`src/sv/shte_ram.sv`:
```
`default_nettype none
module shte_ram #(
  parameter int WIDTH = 8,
  parameter int DEPTH = 256
) (
  input  wire logic                     clk,
  input  wire logic                     we,
  input  wire logic [$clog2(DEPTH)-1:0] waddr,
  input  wire logic [WIDTH-1:0]         wdata,
  input  wire logic [$clog2(DEPTH)-1:0] raddr,
  output logic [WIDTH-1:0]              rdata
);
  logic [WIDTH-1:0] mem [DEPTH];
  always_ff @(posedge clk) begin
    if (we) mem[waddr] <= wdata;
    rdata <= mem[raddr];
  end
endmodule
`default_nettype wire

```
`config.mk`:
```
export PLATFORM = sky130hd
export DESIGN_NAME = shte_ram
export DESIGN_NICKNAME = d
export VERILOG_FILES = /design/src/sv/shte_ram.sv
export SDC_FILE = /design/constraint.sdc
export NUM_CORES = 2
export LEC_CHECK = 0
export CORE_MARGIN = 2
export CORE_UTILIZATION = 60
export DETAILED_ROUTE_END_ITERATION = 8
export DONT_BUFFER_PORTS = 1
export PLACE_DENSITY = 0.76
export SYNTH_ARGS = -nofsm -noshare
export SYNTH_HDL_FRONTEND = slang
export SYNTH_SLANG_ARGS = --single-unit
```
`constraint.sdc`:
```
create_clock -name clk -period 3.6 [get_ports clk]
set_input_delay 0.36 -clock clk [delete_from_list [all_inputs] [get_ports clk]]
set_output_delay 0.36 -clock clk [all_outputs]
set_load 0.1 [all_outputs]
```
# Word-level counts from Yosys, hierarchy flattened
# Memories as Yosys holds them, arrays and structs flattened. A register that Yosys moved wholly into a read port is not among the register bits.
# Cells that the tools add are included.
[totals]
wordCells = 3
ramBits = 2048
reg_bits = 0
inputBits = 26
mem_count = 1
out_inout_bits = 8
[mem_list]
columns = ["memory", "depth", "width", "rd", "rd_ports_with_merged_regs", "wr", "line_no", "text"]
rows = [
  ["mem", 256, 8, 1, 1, 1, "13", "logic [WIDTH-1:0] mem [DEPTH];"],
]
[op_classes]
muxes = 2
[op_table]
columns = ["op", "count"]
rows = [
  ["1-bit two-way mux", 2],
]

# Depth between registers and ports, before layout
[depth]
ltp_word = 2
ltp_mapped = 11
mapped_depth_nobuf = 6

# Worst setup path before layout
# OpenSTA, ideal clock, no wires.
[synth_timing]
kind = "input to register"
start = "input port raddr[0]"
end = "register rdata[2] (read register of mem)"
setup_time_ps = 131
n_path_buf = 4
path_slack_ps = 1302
required_ps = 3469
path_stages = 9
arrival_time_ps = 2167
cell_sequence = "buf_6 -> buf_12 -> buf_8 -> buf_2 -> mux4_2 -> a22oi_1 -> a21oi_1 -> nor4_1 -> nor4_2"
[synth_rtl]
columns = ["item", "line_no", "text"]
rows = [
  ["from (decl)", "10", "input wire logic [$clog2(DEPTH)-1:0] raddr,"],
  ["to (decl)", "11", "output logic [WIDTH-1:0] rdata"],
]

==> flow_summary_export.csv <==
group,metric,value,unit
placed_design,placedInstanceArea,81400,um^2
logic_synthesis,synthAdderAreaFrac,0,%
layout,layout-drive-gt1-share,22.3,%
critical_path,critical_path.top_delay_family,"simple AND/OR/NAND/NOR gates",
route,routed_wirelength,189000,um
critical_path,r2r.worst_path.cells,5,
logic_synthesis,syn_nets,3759,
timing,period_share,95.2,%
floorplan,rows,133,
pwr,power.leakage,27.2,nW
clocking,numClockSinks,2056,
logic_synthesis,synth_xor_area_share,0,%
pwr,p_per_area,550,nW/um^2
job,maxCapViolations,0,
floorplan,num_io_pins,34,
placed_design,gp_congestion,0.836,
clocking,cts-root-buf,"clkbuf_16",
placed_design,place.port_buffers,0,
critical_path,cp_slowest_cell,"nor4_1",
floorplan,die_width,368,um
logic_synthesis,synth_edf_count,2048,
global_route,antenna_found_initial,3,
logic_synthesis,yosys.area_share.simple,2.63,%
timing,post-route-min-period,3.43,ns
logic_synthesis,synth_seq_cells,2056,
worst_hold_path,hold_depth,1,
layout,utilization,67.0,%
timing,grt_setup_unrepaired,"false",
critical_path,cp_slowest_stage_delay,1.12,ns
timing,hold_viol_final,0,
run_status,status,"finished with violations",
global_route,grt.overflow.total,0,
timing,finalSetupViolCount,0,
layout,final_common_cell,"edfxtp_1",
logic_synthesis,synth.top_cell.area_share,77.3,%
critical_path,r2r_slack,0.52,ns
layout,syn_to_final_growth,10.7,%
route,vias_per_cell,6.80,
logic_synthesis,synth.distinct_cells,55,
timing,hold_ws,0.0370,ns
clocking,cts.clk_slew.worst_paths,0.06,ns
layout,layout_common_cells,"edfxtp_1 (2048), mux4_2 (454), nor2_1 (279)",
timing,finClkSkew,0.0237,ns
critical_path,crit_fanout,48,
route,route.detailed.wl_per_inst,32.8,um
timing,finalSetupTns,0,ns
logic_synthesis,synth_top_area_cell,"edfxtp_1",
timing,fmax,0.292,GHz
logic_synthesis,netlist_top_cells_area,"edfxtp_1 (77%), mux4_2 (13%), mux2i_1 (1.7%)",
critical_path,r2r-start,"mem[66][1]$_DFFE_PP_",
clocking,cts_tree,"yes",
pwr,vdd_drop_max,563,uV
global_route,grt_pass1_vias,39100,
clocking,numCtsBuffers,192,
logic_synthesis,synth_async_sr_flop_share,0,%
floorplan,die_h,368,um
logic_synthesis,synthMuxAreaShare,14.6,%
floorplan,core,131000,um^2
logic_synthesis,synth_flop_cell,"edfxtp_1",
layout,final_cell_area,88100,um^2
critical_path,critPathBufInv,4,
global_route,grt_use_total,27.6,%
critical_path,cp_common_cell,"buf_16",
critical_path,critPathArrivalTime,4.08,ns
clocking,htree_num_levels,4,
route,vias,39300,
logic_synthesis,syn_inst,3733,
critical_path,crit_chain,"buf_16 > buf_16 > buf_16 > buf_16 > mux4_2 > nor2b_1 > a211oi_1 > nor3_1 > nor4_1 > nor4_2",
logic_synthesis,syn_area,79600,um^2
timing,drv_slew,83,
layout,nNetsFinal,3880,
critical_path,crit_path_end_kind,"register",
logic_synthesis,synth_top_family_by_area,"multiplexers",
logic_synthesis,syn_area_per_cell,21.3,um^2
critical_path,start_kind,"input port",
logic_synthesis,synth-compound-area-share,3.42,%
timing,relSlewSlack,-5.14,%
clocking,worst_skew_pair.late_latency,0.81,ns
route,dr.pass1.iters,5,
logic_synthesis,yosysSeqAreaShare,77.5,%
global_route,grt_pass1_wl,269000,um
placed_design,place.detailed.hpwl,100000,um
route,drc,0,
timing,worst_pin_slew,1.58,ns
worst_hold_path,whs_endpoint,"mem[68][2]$_DFFE_PP_",
critical_path,r2r-end,"rdata[1]$_DFF_P_",
worst_hold_path,hold_class,"in -> reg",
route,antenna_left,0,
run_status,violations,"max-slew violations",
critical_path,required,4.25,ns
global_route,grt_max_degree,579,
logic_synthesis,synth_warnings,0,
clocking,cts_buffer_depth,3,
floorplan,initial_utilization,60.5,%
route,drtIter0Drc,5575,
floorplan,dieArea,136000,um^2
critical_path,criticalPathCategory,"in -> reg",
worst_hold_path,min_from,"wdata[2]",
cells by family (layout without fill, tap and decap cells):
logic type             after synthesis  in the layout
AO/OA/AOI/OAI                      385            385
AND/OR/NAND/NOR                    466            466
flip-flops                        2056           2056
buffers and inverters              235            520
multiplexers                       591            591
other                                0              3
through the flow:
| step | worst slack [ns] | std cells | power, W |
|---|---|---|---|
| finish | 0.171 | 5776 | 0.0485 |
| detailed placement | 0.261 | 5388 | 0.0285 |
| CTS | 0.545 | 5761 | 0.0483 |
| global placement | 0.329 | 5388 | 0.0285 |
| floorplan | 1.30 | 3733 | 0.0283 |
| global route | 0.109 | 5773 | 0.0495 |
sequential cells by signal, summed over array words and instances (netlist names):
signal and flops:
mem 2048, rdata 8
metal layers:
metal	GRT usage, %	vias up	wire length (um)
met5	0	-	13
met4	10.5	2	7050
met3	7.12	397	22800
met2	42.3	2517	90700
met1	38.7	20400	68600
li1	-	15900	-
synth_stat cells, types with 10 or more instances:
cell type and number:
a211oi_1 16, buf_6 21, nor2b_1 31, nand2_1 33, nor4_1 24, mux2i_1 134
a221oi_1 13, nand3_1 34, a21oi_1 96, o22ai_1 28, buf_4 27, buf_1 22
a22oi_1 133, mux4_2 454, buf_8 13, nor3_1 22, nor2_1 282, o221ai_1 46
o211ai_1 10, edfxtp_1 2048, nand4_1 10, o21ai_0 10, clkbuf_1 111, buf_2 31
final cells by class:
cell class,instances,area [um^2]
well taps,1755,2200
fillers,8008,43400
clock buffers,238,5120
multi-input cells,1442,16500
diodes,3,7.51
flip-flops and latches,2056,61700
repair buffers,160,1620
clock inverters,120,991
inverters,2,7.51
worst register-to-register path, cell delays in order (launching register included):
cell,delay (ns)
edfxtp_1,0.39
mux4_2,0.48
mux4_2,0.47
nor2b_1,0.20
nor4_1,1.17
nor4_1,0.18
where the power goes:
group	switching (W)	total, W	internal [W]
Sequential	0.000110	0.0265	0.0264
Combinational	0.00139	0.00218	0.000792
Clock	0.00871	0.0198	0.0110
repair_timing:
action,4_1_cts,5_1_grt
endpoints found under the setup margin,0,8
hold buffers,15,0
gates resized for setup,0,1
endpoints found under the hold margin,2065,0
setup buffers,0,0
how the worst max path moves through the flow:
stage / slack (ns) / cells past startpoint / end / start
after floorplan: 1.30 / 9 / rdata[2]$_DFF_P_ / raddr[0]
after global placement: 0.33 / 7 / rdata[1]$_DFF_P_ / raddr[1]
after detailed placement: 0.26 / 8 / rdata[1]$_DFF_P_ / raddr[1]
after CTS: 0.54 / 5 / rdata[1]$_DFF_P_ / mem[66][1]$_DFFE_PP_
after global routing: 0.11 / 11 / rdata[3]$_DFF_P_ / raddr[0]
final: 0.17 / 10 / rdata[0]$_DFF_P_ / raddr[0]
No activity file was read; power rests on OpenSTA's default activity.
