<file path="src/sv/shte_pkg.sv">
`default_nettype none
package shte_pkg;
  localparam int SLOTS_MAX = 1024;
  localparam int SLOT_W = 10;
  localparam int CNT_W = 11;
  localparam int GRP_W = 8;
  localparam int KEY_W = 32;
  localparam int VAL_W = 32;
  localparam int HASH_W = 64;

  localparam logic [1:0] OP_FIND = 2'd0;
  localparam logic [1:0] OP_INSERT = 2'd1;
  localparam logic [1:0] OP_DELETE = 2'd2;
  localparam logic [1:0] OP_CLEAR = 2'd3;

  localparam logic [2:0] ST_FOUND = 3'd0;
  localparam logic [2:0] ST_INSERTED = 3'd1;
  localparam logic [2:0] ST_DELETED = 3'd2;
  localparam logic [2:0] ST_MISS = 3'd3;
  localparam logic [2:0] ST_FULL = 3'd4;
  localparam logic [2:0] ST_CLEARED = 3'd5;

  localparam logic [7:0] TAG_EMPTY = 8'h80;
  localparam logic [7:0] TAG_DELETED = 8'hfe;
  localparam logic [7:0] TAG_MASK = 8'h7f;
endpackage
`default_nettype wire

</file>
<file path="src/sv/shte_mod.sv">
`default_nettype none
// Serial remainder: one hash bit per cycle, restoring compare-subtract.
module shte_mod (
  input  wire logic                               clk,
  input  wire logic                               rst_n,
  input  wire logic                               go,
  input  wire logic [shte_pkg::HASH_W-8:0]        dividend,
  input  wire logic [shte_pkg::CNT_W-1:0]         divisor,
  output logic                                    done,
  output logic [shte_pkg::SLOT_W-1:0]             rem
);
  logic [shte_pkg::HASH_W-8:0] sh_r;
  logic [shte_pkg::CNT_W-1:0] rem_r;
  logic [5:0] cnt_r;
  logic busy_r;
  logic [shte_pkg::CNT_W:0] trial;

  assign trial = {rem_r, sh_r[shte_pkg::HASH_W-8]};
  assign rem = rem_r[shte_pkg::SLOT_W-1:0];

  always_ff @(posedge clk) begin
    if (!rst_n) begin
      busy_r <= 1'b0;
      done <= 1'b0;
    end else begin
      done <= 1'b0;
      if (go) begin
        busy_r <= 1'b1;
        sh_r <= dividend;
        rem_r <= '0;
        cnt_r <= 6'd57;
      end else if (busy_r) begin
        sh_r <= {sh_r[shte_pkg::HASH_W-9:0], 1'b0};
        if (trial >= {1'b0, divisor})
          rem_r <= shte_pkg::CNT_W'(trial - {1'b0, divisor});
        else
          rem_r <= shte_pkg::CNT_W'(trial);
        cnt_r <= cnt_r - 6'd1;
        if (cnt_r == 6'd1) begin
          busy_r <= 1'b0;
          done <= 1'b1;
        end
      end
    end
  end
endmodule
`default_nettype wire

</file>
<file path="config.mk">
export PLATFORM = sky130hd
export DESIGN_NAME = shte_mod
export DESIGN_NICKNAME = d
export VERILOG_FILES = /design/src/sv/shte_pkg.sv /design/src/sv/shte_mod.sv
export SDC_FILE = /design/constraint.sdc
export NUM_CORES = 1
export LEC_CHECK = 0
export BUFFER_PORTS_ARGS = -buffer_cell sky130_fd_sc_hd__buf_2
export CELL_PAD_IN_SITES_DETAIL_PLACEMENT = 1
export CELL_PAD_IN_SITES_GLOBAL_PLACEMENT = 1
export CORE_ASPECT_RATIO = 1.1
export CORE_UTILIZATION = 40
export CTS_CLUSTER_SIZE = 24
export DETAILED_ROUTE_END_ITERATION = 10
export PLACE_DENSITY = 0.85
export RECOVER_POWER = 100
export SYNTH_ARGS = -nofsm -noshare
export SYNTH_HDL_FRONTEND = slang
export SYNTH_SLANG_ARGS = --single-unit
</file>
<file path="constraint.sdc">
create_clock -name clk -period 9.4 [get_ports clk]
set_clock_uncertainty 0.15 [all_clocks]
set_input_delay 2.35 -clock clk [delete_from_list [all_inputs] [get_ports clk]]
set_output_delay 2.35 -clock clk [all_outputs]
set_load 0.05 [all_outputs]
</file>
== Word-level counts from Yosys, hierarchy flattened ==
Cells that the tools add are included.
Cells by class
  div/mod/pow operators: 0
  mux-type cells: 9
  multiply operators: 0
  equality and inequality tests: 1
  bitwise operators: 2
  $add $sub $neg: 2
  reductions and logical operators: 3
  shift-type cells: 0
  $lt $le $gt $ge: 1
Operator list (count)
  57-bit 2-to-1 mux: 2
  11-bit 2-to-1 mux: 2
  12-bit by 11-bit greater-or-equal comparator with 1-bit output: 1
  11-bit subtractor: 1
  6-bit by 1-bit equality test with 1-bit output (second input constant): 1
  6-bit 2-to-1 mux: 1
  6-bit by 1-bit subtractor with 6-bit output (second input constant): 1
  1-bit 2-to-1 mux: 4
  3-bit OR reduction: 1
  1-bit NOT: 2
  2-bit AND reduction: 1
  2-bit nonzero test: 1
Storage, ports and cells
  ROM bits: 0
  word-level logic and storage cells: 23
  input port bits: 71
  output and inout port bits: 11
  bits in latches: 0
  register bits: 76
  memories: 0
  memory bits (writable): 0

== Logic depth before layout (Yosys ltp) ==
Gate-level depths: netlist (run 1).
  depth after elaboration: 4
  gate-level depth with buffers: 11
  mapped depth without buffers: 9

== Worst setup path after synthesis (run 1) ==
OpenSTA, ideal clock, no wires.
  path kind: input port to flip-flop
  start: input go
  end: register cnt_r[0], enable pin
  arrival: 4655 ps
  setup time: 438 ps
  buffers on the path: 2
  cell stages on the path: 3
  required time: 8812 ps
  setup slack: 4156 ps
  cell sequence: clkbuf_1 clkbuf_1 o21a_1
On the way
  longest elaborated chain between the ends: 2
Ends and longest elaborated chain
  from (decl): line shte_mod.sv:6  | input wire logic go,
  2-bit nonzero test (no source line)
  2-bit AND reduction (no source line)
  to (signal assigned): line shte_mod.sv:38  | cnt_r <= cnt_r - 6'd1;
  to (decl): line shte_mod.sv:14  | logic [5:0] cnt_r;
Every way passes these cells.
A chain may end at the register's enable or synchronous reset.

== Worst setup path in the final report (run 1) ==
  start: input go
  end: register done
On the way
  longest elaborated chain between the ends: 1
Ends and longest elaborated chain
  3-bit OR reduction (no source line)
  to (signal assigned): line shte_mod.sv:24  | done <= 1'b0;
  to (signal assigned): line shte_mod.sv:26  | done <= 1'b0;
  to (signal assigned): line shte_mod.sv:41  | done <= 1'b1;
  to (decl): line shte_mod.sv:9  | output logic done,
Every way passes these cells.

==> run_results.csv, run 1 <==
group,metric,value,unit
outcome,status,"complete, but fails checks",
outcome,violations,"max-capacitance violations, max-slew violations",
synth,ys_types,42,
flow_run,cap_violations,1,
critical_path,required,9.48,ns
floorplanning,die_h,106,µm
critical_path,end_kind,"flop",
synth,synth_warnings,0,
timing,finalHoldViolations,0,
detailed_routing,drt-total-wl,8070,µm
clock_tree,cts_tree,"done",
floorplanning,fp.dieArea,10200,µm²
power_and_ir_drop,p_leak,1.77,nW
timing,rsz0062_at_grt,"no",
synth,ys_ff_latch,76,
global_route,grt_max_degree,76,
timing,setup_viol,0,
clock_tree,h-tree-depth,3,
clock_tree,clockBufferDepth,2,
layout,num_antenna_cells,0,
timing,fin_setup_tns,0,ns
synth,post_synth.cell_area_avg,13.8,µm²
clock_tree,clock_latency,0.34,ns
floorplanning,start_util,0.414,
global_route,grt_use_total,0.165,
synth,synth_edf_count,74,
global_route,overflow,0,
layout,num-fill-cells,1015,
synth,synth_top_area_share,0.569,
synth,ys_seq_area_frac,0.579,
power_and_ir_drop,pwr_density_cell,191,nW/µm²
synth,synth_flop_cell,"edfxtp_1",
timing,final_max_slew_viol_count,71,
timing,period_share,0.669,
layout,final_cell_mix,"edfxtp_1, buf_2, mux2_2",
clock_tree,cts.sink_count,76,
synth,netlist_instances,284,
layout,final_cell_area,4550,µm²
placed_design,dpl_cell_area,4340,µm²
power_and_ir_drop,ir_drop,0.111,mV
layout,mostFrequentLayoutCell,"edfxtp_1",
detailed_routing,ant_nets,0,
synth,yosys.area.top_type,"edfxtp_1",
timing,hold_ws,0.357,ns
detailed_routing,drtIter0Drc,66,
timing,fmax,159,MHz
critical_path,crit_fanout,70,
synth,synth_nets,369,
global_route,antenna_found_initial,0,
clock_tree,clk_pin_slew,0.07,ns
floorplanning,io_pins,82,
timing,relSlewSlack,-1.34,
timing,worst_slew_pin_slew,3.51,ns
synth,synthArstFlopShare,0,
global_route,grt_pass1_vias,2728,
timing,min_period,6.29,ns
layout,area_growth,16.4,%
placed_design,globalplace.congestion,0.894,
floorplanning,core,9440,µm²
detailed_routing,routedWlPerCell,16.8,µm
clock_tree,cts_setup_buffers,0,
placed_design,place_hpwl,5580,µm
clock_tree,hold_buffers,0,
detailed_routing,via_per_inst,5.16,
layout,drive_gt1_frac,0.395,
floorplanning,num_rows,37,
min_path,hold_path.class,"flop to flop",
synth,netlist_area,3910,µm²
detailed_routing,drc,0,
clock_tree,numCtsBuffers,9,
placed_design,portBuffers,81,
layout,multi_input_area,1440,µm²
critical_path,crit_path_start_kind,"input pin",
synth,yosys-top-cells-area,"edfxtp_1, mux2_2, ha_1",
layout,seq_area,2260,µm²
clock_tree,root_buffer,"clkbuf_8",
critical_path,arrival,6.37,ns
detailed_routing,vias,2472,
critical_path,worstSetupPathType,"input pin to flop",
layout,nets,442,
clock_tree,post_cts_resize_count,0,
floorplanning,die_x,96.3,µm
global_route,grt_pass1_wl,12700,µm
detailed_routing,drtPass1Iterations,4,
## final cells by class
class                           instances  area share
Sequential cell                        76       0.497
Multi-Input combinational cell        171       0.317
Timing Repair Buffer                   82      0.0869
Tap cell                              117      0.0322
Clock buffer                           10      0.0281
Clock inverter                          6      0.0242
Inverter                               17      0.0140
## cell families (layout without fill, tap and decap cells)
group,Yosys count,count (layout),synth area share
AND/OR/NAND/NOR,52,52,0.0656
XOR/XNOR,9,9,0.0202
adder cells (fa/ha/maj),14,14,0.0467
AO/OA/AOI/OAI,36,36,0.0672
buffers and inverters,37,115,0.0499
multiplexers,60,60,0.172
flip-flops,76,76,0.579
## metrics by stage
stage | cells | power (mW) | util | worst slack (ns)
after detailed placement | 463 | 0.583 | 0.460 | 4.32
after global placement | 463 | 0.573 | 0.460 | 4.44
after floorplan | 284 | 0.548 | - | 4.16
after CTS | 479 | 0.881 | 0.485 | 4.69
after global routing | 479 | 0.908 | 0.482 | 2.67
final | 479 | 0.870 | 0.482 | 3.11
## power by group
part	switching, mW	total (mW)	internal, mW	leakage [nW]
combinational	0.0909	0.159	0.0681	0.934
clock	0.120	0.297	0.177	0.115
sequential	0.0106	0.415	0.404	0.720
## cells in the mapped netlist (all sizes together), types with 6 or more instances
cell    number
a21oi        8
buf         13
clkbuf       7
edfxtp      74
ha          13
inv         17
mux2        56
nand2        9
nor2        21
o21a         7
o21ai        8
xnor2        6
## state kept, by name, summed over array words and instances (netlist names)
name,cells
done,1
rem_r,11
busy_r,1
cnt_r,6
sh_r,57
## per-layer routing
layer	wire (µm)	track usage	vias up
met5	0	0	-
li1	-	-	1187
met3	519	0.0483	15
met2	4030	0.284	87
met4	157	0.0778	0
met1	3360	0.183	1183
## path summary, 6_finish.rpt
| path | startpoint | end | slack [ns] | cells past startpoint |
|---|---|---|---|---|
| worst max-delay path | go | done$_SDFF_PP0_ | 3.11 | 5 |
| worst min-delay path | busy_r$_SDFF_PN0_ | done$_SDFF_PP0_ | 0.36 | 1 |
| worst max register to register | sh_r[56]$_DFFE_PP_ | rem_r[4]$_SDFFCE_PP0P_ | 6.35 | 9 |
| worst min register to register | busy_r$_SDFF_PN0_ | done$_SDFF_PP0_ | 0.36 | 1 |
## critical path: stages
cell and delay, ns:
buf_2 0.07, clkbuf_1 2.47, inv_1 0.79, and4_1 0.47
and3_1 0.19
(Power assumes the default switching activity.)
==> run 2, diff against run 1 <==
--- a/config.mk
+++ b/config.mk
@@ -12,7 +12,7 @@
 export CORE_UTILIZATION = 40
 export CTS_CLUSTER_SIZE = 24
 export DETAILED_ROUTE_END_ITERATION = 10
-export PLACE_DENSITY = 0.85
+export PLACE_DENSITY = 0.88
 export RECOVER_POWER = 100
 export SYNTH_ARGS = -nofsm -noshare
 export SYNTH_HDL_FRONTEND = slang
==> constraint.sdc (replaced) <==
create_clock -name clk -period 5.4 [get_ports clk]
set_clock_uncertainty 0.15 [all_clocks]
set_input_delay 1.35 -clock clk [delete_from_list [all_inputs] [get_ports clk]]
set_output_delay 1.35 -clock clk [all_outputs]
set_load 0.05 [all_outputs]
==> run 2 against run 1 <==
The run still ends with max-capacitance violations, max-slew violations left. Via count shrank 1.5%. First-iteration DRC count is 58% higher. Global-route usage down 0.41 points. Combinational power grew 70%. Critical path type unchanged. Clock-buffer cell count is 1 higher. Non-clock buffer count unchanged. Register-to-register slack worse by 4.2 ns. Largest cell class unchanged. Cell area fell by 1.7%. Total power grew 58%. Highest routed layer is now met5.
==> run_results.csv, run 2 (synthesis results as in run 1) <==
group,metric,value,unit
outcome,status,"complete, but fails checks",
outcome,violations,"max-capacitance violations, max-slew violations",
timing,fmax,242,MHz
layout,num-fill-cells,1019,
clock_tree,post_cts_resize_count,0,
detailed_routing,vias,2435,
clock_tree,cts_tree,"done",
global_route,overflow,0,
global_route,antenna_found_initial,2,
layout,largest_reg_flops,57,
critical_path,worstSetupPathType,"input pin to flop",
placed_design,place_hpwl,5300,µm
critical_path,max_stage_delay,2.32,ns
power_and_ir_drop,clkPwrFrac,0.277,
layout,area_growth,14.5,%
critical_path,reg2reg_depth,1,
detailed_routing,drc,0,
clock_tree,h-tree-depth,3,
timing,final_max_slew_viol_count,146,
placed_design,portBuffers,81,
timing,setup_viol,0,
layout,final_cell_mix,"edfxtp_1, buf_2, mux2_2",
timing,min_period,4.12,ns
floorplanning,io_pins,82,
critical_path,cp_top_family,"compound AO/OA/AOI/OAI gates",
layout,nets,442,
critical_path,crit_slowest_cell,"o21a_1",
layout,top_regs,"sh_r x57, rem_r x11, cnt_r x6",
power_and_ir_drop,power.internal,0.990,mW
detailed_routing,routedWlPerCell,15.8,µm
clock_tree,cts_setup_buffers,0,
detailed_routing,drt-total-wl,7590,µm
critical_path,end_kind,"flop",
critical_path,crit_buf_inv,1,
floorplanning,fp.dieArea,10200,µm²
power_and_ir_drop,seqPwrFrac,0.526,
global_route,grt_pass1_vias,2605,
layout,mostFrequentLayoutCell,"edfxtp_1",
layout,final_cells,479,
power_and_ir_drop,design_power_total,1.38,mW
power_and_ir_drop,ir_drop,0.183,mV
critical_path,crit_path_start_kind,"input pin",
floorplanning,start_util,0.414,
global_route,grt_pass1_wl,12400,µm
clock_tree,numCtsBuffers,9,
placed_design,dpl.cell_count,463,
timing,period_share,0.764,
clock_tree,clock_latency,0.35,ns
critical_path,path_cells,"clkbuf_1 > o21a_1",
min_path,hold_path.class,"flop to flop",
power_and_ir_drop,pwr_density_cell,307,nW/µm²
layout,top_register,"sh_r",
placed_design,globalplace.congestion,0.926,
floorplanning,num_rows,37,
power_and_ir_drop,pwr-share-comb,0.197,
detailed_routing,drtIter0Drc,104,
layout,seq_area,2260,µm²
critical_path,cp_num_cells,2,
min_path,min_path_cells,1,
timing,fin_setup_tns,0,ns
clock_tree,hold_buffers,0,
clock_tree,cts.sink_count,76,
power_and_ir_drop,swShare,0.280,
floorplanning,die_x,96.3,µm
layout,drive_gt1_frac,0.395,
clock_tree,clk_pin_slew,0.07,ns
critical_path,arrival,3.86,ns
critical_path,required,5.14,ns
flow_run,cap_violations,2,
floorplanning,core,9440,µm²
floorplanning,die_h,106,µm
power_and_ir_drop,p_leak,1.72,nW
timing,worst_slew_pin_slew,3.18,ns
global_route,grt_max_degree,76,
power_and_ir_drop,netSwitchingPower,0.385,mW
timing,rsz0062_at_grt,"no",
detailed_routing,drtPass1Iterations,4,
critical_path,crit_fanout,75,
detailed_routing,via_per_inst,5.08,
layout,num_antenna_cells,0,
timing,finalHoldViolations,0,
detailed_routing,ant_nets,0,
layout,multi_input_area,1440,µm²
clock_tree,root_buffer,"clkbuf_8",
timing,relSlewSlack,-1.12,
clock_tree,clockBufferDepth,2,
global_route,grt_use_total,0.161,
-- run 2: changes by cell type in the layout (fill, tap and decap cells not counted), sizes merged --
cell	delta
bufinv	-3
inv	-1
buf	-1
clkbuf	+2
clkinvlp	+3
-- run 2: routing by layer --
layer	GRT usage	wire length (µm)	vias to the layer above
met1	0.196	3300	1152
met3	0.0483	467	15
met5	0	27	-
li1	-	-	1193
met4	0.0714	129	4
met2	0.260	3670	71
-- run 2: layout make-up --
type / count / share of cell area
flip-flops and latches: 76 / 0.506
multi-input cells: 171 / 0.321
repair buffers: 82 / 0.0884
well taps: 117 / 0.0327
clock buffers: 11 / 0.0294
inverters: 17 / 0.0143
clock inverters: 5 / 0.00867
-- run 2: final timing paths --
kind	start	slack, ns	to
hold reg to reg	busy_r$_SDFF_PN0_	0.33	done$_SDFF_PP0_
setup reg to reg	busy_r$_SDFF_PN0_	2.13	sh_r[10]$_DFFE_PP_
setup / recovery	go	1.28	sh_r[10]$_DFFE_PP_
hold / removal	busy_r$_SDFF_PN0_	0.33	done$_SDFF_PP0_
-- run 2: per-stage QoR --
| step | utilization | instance area [µm²] | setup WS (ns) | hold slack [ns] |
|---|---|---|---|---|
| 2_1_floorplan | - | 3910 | 1.16 | 0.304 |
| 3_3_place_gp | 0.460 | 4340 | 1.46 | 0.329 |
| 3_5_place_dp | 0.460 | 4340 | 1.37 | 0.340 |
| 4_1_cts | 0.478 | 4510 | 1.76 | 0.349 |
| 5_1_grt | 0.474 | 4470 | 1.00 | 0.362 |
| 6_report | 0.474 | 4470 | 1.28 | 0.334 |
-- run 2: power by group through the flow --
stage / Sequential (mW) / Clock (mW) / Combinational, mW
4_1_cts: 0.722 / 0.394 / 0.278
6_report: 0.724 / 0.381 / 0.270
3_3_place_gp: 0.733 / 0 / 0.263
3_5_place_dp: 0.734 / 0 / 0.276
5_1_grt: 0.729 / 0.411 / 0.299
2_1_floorplan: 0.728 / 0 / 0.226
==> run 3, diff against run 2 <==
==> constraint.sdc (replaced) <==
create_clock -name clk -period 3.4 [get_ports clk]
set_clock_uncertainty 0.15 [all_clocks]
set_input_delay 0.85 -clock clk [delete_from_list [all_inputs] [get_ports clk]]
set_output_delay 0.85 -clock clk [all_outputs]
set_load 0.05 [all_outputs]
==> run 3 against run 2 <==
Flip-flop and latch count unchanged. First-iteration DRC count grew 26%. Cell area is 1.8% higher. Die area unchanged. Via count rose by 1.6%. Global-route usage increased by 0.24 points. Highest routed layer unchanged. Combinational power up 63%. Register-to-register slack lost 1.5 ns. The run still ends with max-capacitance violations, max-slew violations left. Largest cell class unchanged. Routed wire length grew 1.4%. Worst hold slack gained 0.0067 ns. Largest power group unchanged. Core utilization rose by 0.87 points.
==> run_results.csv, run 3 (synthesis results as in run 1) <==
group,metric,value,unit
outcome,status,"complete, but fails checks",
outcome,violations,"max-capacitance violations, max-slew violations",
detailed_routing,drtPass1Iterations,4,
flow_run,cap_violations,1,
timing,relSlewSlack,-0.194,
timing,period_share,0.882,
clock_tree,cts_setup_buffers,0,
detailed_routing,m1WireLength,3450,µm
clock_tree,h-tree-depth,3,
timing,min_period,3.00,ns
global_route,grt_use_total,0.164,
clock_tree,cts.sink_count,76,
layout,final_cell_mix,"edfxtp_1, buf_2, mux2_2",
layout,top_regs,"sh_r x57, rem_r x11, cnt_r x6",
detailed_routing,met2_length,3470,µm
layout,nets,446,
timing,finalHoldViolations,0,
clock_tree,clockBufferDepth,2,
detailed_routing,via_per_inst,5.14,
critical_path,arrival,2.95,ns
power_and_ir_drop,pwr_density_cell,507,nW/µm²
critical_path,required,3.35,ns
detailed_routing,drc,0,
floorplanning,die_x,96.3,µm
clock_tree,root_buffer,"clkbuf_8",
detailed_routing,routed.top_layer,"met5",
timing,worst_slew_pin_slew,1.79,ns
timing,fmax,333,MHz
power_and_ir_drop,ir_drop,0.262,mV
detailed_routing,routedWlPerCell,16.0,µm
detailed_routing,drtIter0Drc,131,
critical_path,end_kind,"flop",
floorplanning,io_pins,82,
detailed_routing,vias,2473,
detailed_routing,ant_nets,0,
placed_design,portBuffers,81,
floorplanning,num_rows,37,
detailed_routing,drt-total-wl,7690,µm
critical_path,worstSetupPathType,"input pin to flop",
power_and_ir_drop,design_power_total,2.31,mW
floorplanning,start_util,0.414,
min_path,hold_path.class,"flop to flop",
layout,num_antenna_cells,0,
clock_tree,post_cts_resize_count,0,
power_and_ir_drop,p_leak,1.78,nW
floorplanning,die_h,106,µm
global_route,grt_pass1_wl,12400,µm
global_route,overflow,0,
placed_design,globalplace.congestion,0.884,
global_route,grt_pass1_vias,2574,
layout,mostFrequentLayoutCell,"edfxtp_1",
clock_tree,clk_pin_slew,0.08,ns
global_route,antenna_found_initial,1,
placed_design,place_hpwl,5560,µm
clock_tree,cts_tree,"done",
clock_tree,numCtsBuffers,9,
timing,setup_viol,0,
clock_tree,hold_buffers,0,
floorplanning,core,9440,µm²
layout,largest_reg_flops,57,
critical_path,crit_fanout,17,
detailed_routing,wl_met3,631,µm
layout,drive_gt1_frac,0.398,
timing,fin_setup_tns,0,ns
floorplanning,fp.dieArea,10200,µm²
timing,final_max_slew_viol_count,41,
layout,top_register,"sh_r",
clock_tree,clock_latency,0.34,ns
timing,rsz0062_at_grt,"no",
layout,area_growth,16.6,%
critical_path,crit_path_start_kind,"input pin",
global_route,grt_max_degree,70,
## run 3: cell count changes in the layout (fill, tap and decap cells not counted), sizes merged
cell	change
bufinv	+2
clkbuf	-1
clkinvlp	-4
buf	+3
clkinv	+1
inv	+1
## run 3: final cells by class
| type | count | area, µm² |
|---|---|---|
| Tap cell | 117 | 146 |
| Inverter | 17 | 63.8 |
| Clock buffer | 9 | 124 |
| Clock inverter | 5 | 77.6 |
| Fill cell | 1047 | 4890 |
| Timing Repair Buffer | 86 | 447 |
| Multi-Input combinational cell | 171 | 1440 |
| Sequential cell | 76 | 2260 |
## run 3: power by group
group / switching (mW) / total (mW) / internal, mW
clock network: 0.320 / 0.724 / 0.404
registers: 0.0289 / 1.15 / 1.12
logic: 0.249 / 0.439 / 0.190
## run 3: per-stage QoR
step / hold WS, ns / instance area [µm²] / setup slack, ns / utilization / std cells
2_1_floorplan: 0.304 / 3910 / 0.404 / - / 284
3_3_place_gp: 0.331 / 4400 / 0.306 / 0.466 / 467
3_5_place_dp: 0.343 / 4400 / 0.219 / 0.466 / 467
4_1_cts: 0.354 / 4600 / 0.612 / 0.487 / 481
5_1_grt: 0.366 / 4560 / 0.290 / 0.483 / 481
6_report: 0.341 / 4560 / 0.400 / 0.483 / 481
## run 3: path summary, 6_finish.rpt
| kind | from | endpoint | slack, ns | cells after the start |
|---|---|---|---|---|
| worst max-delay path | divisor[0] | rem_r[10]$_SDFFCE_PP0P_ | 0.40 | 10 |
| worst min-delay path | busy_r$_SDFF_PN0_ | done$_SDFF_PP0_ | 0.34 | 1 |
| worst min register to register | busy_r$_SDFF_PN0_ | done$_SDFF_PP0_ | 0.34 | 1 |
| worst max register to register | sh_r[56]$_DFFE_PP_ | rem_r[10]$_SDFFCE_PP0P_ | 0.58 | 10 |
## run 3: worst max-delay path, cell delays in order
cell,delay (ns)
buf_2,0.10
ha_1,0.22
fa_1,0.40
and2b_1,0.23
o22ai_1,0.11
a21oi_1,0.19
o31a_1,0.16
clkbuf_2,0.34
o32ai_1,0.16
o21a_1,0.19
## run 3: routing by layer
layer	global-route usage	up-vias
met5	0	-
met3	0.0657	15
li1	-	1197
met4	0.0544	2
met2	0.252	86
met1	0.207	1173
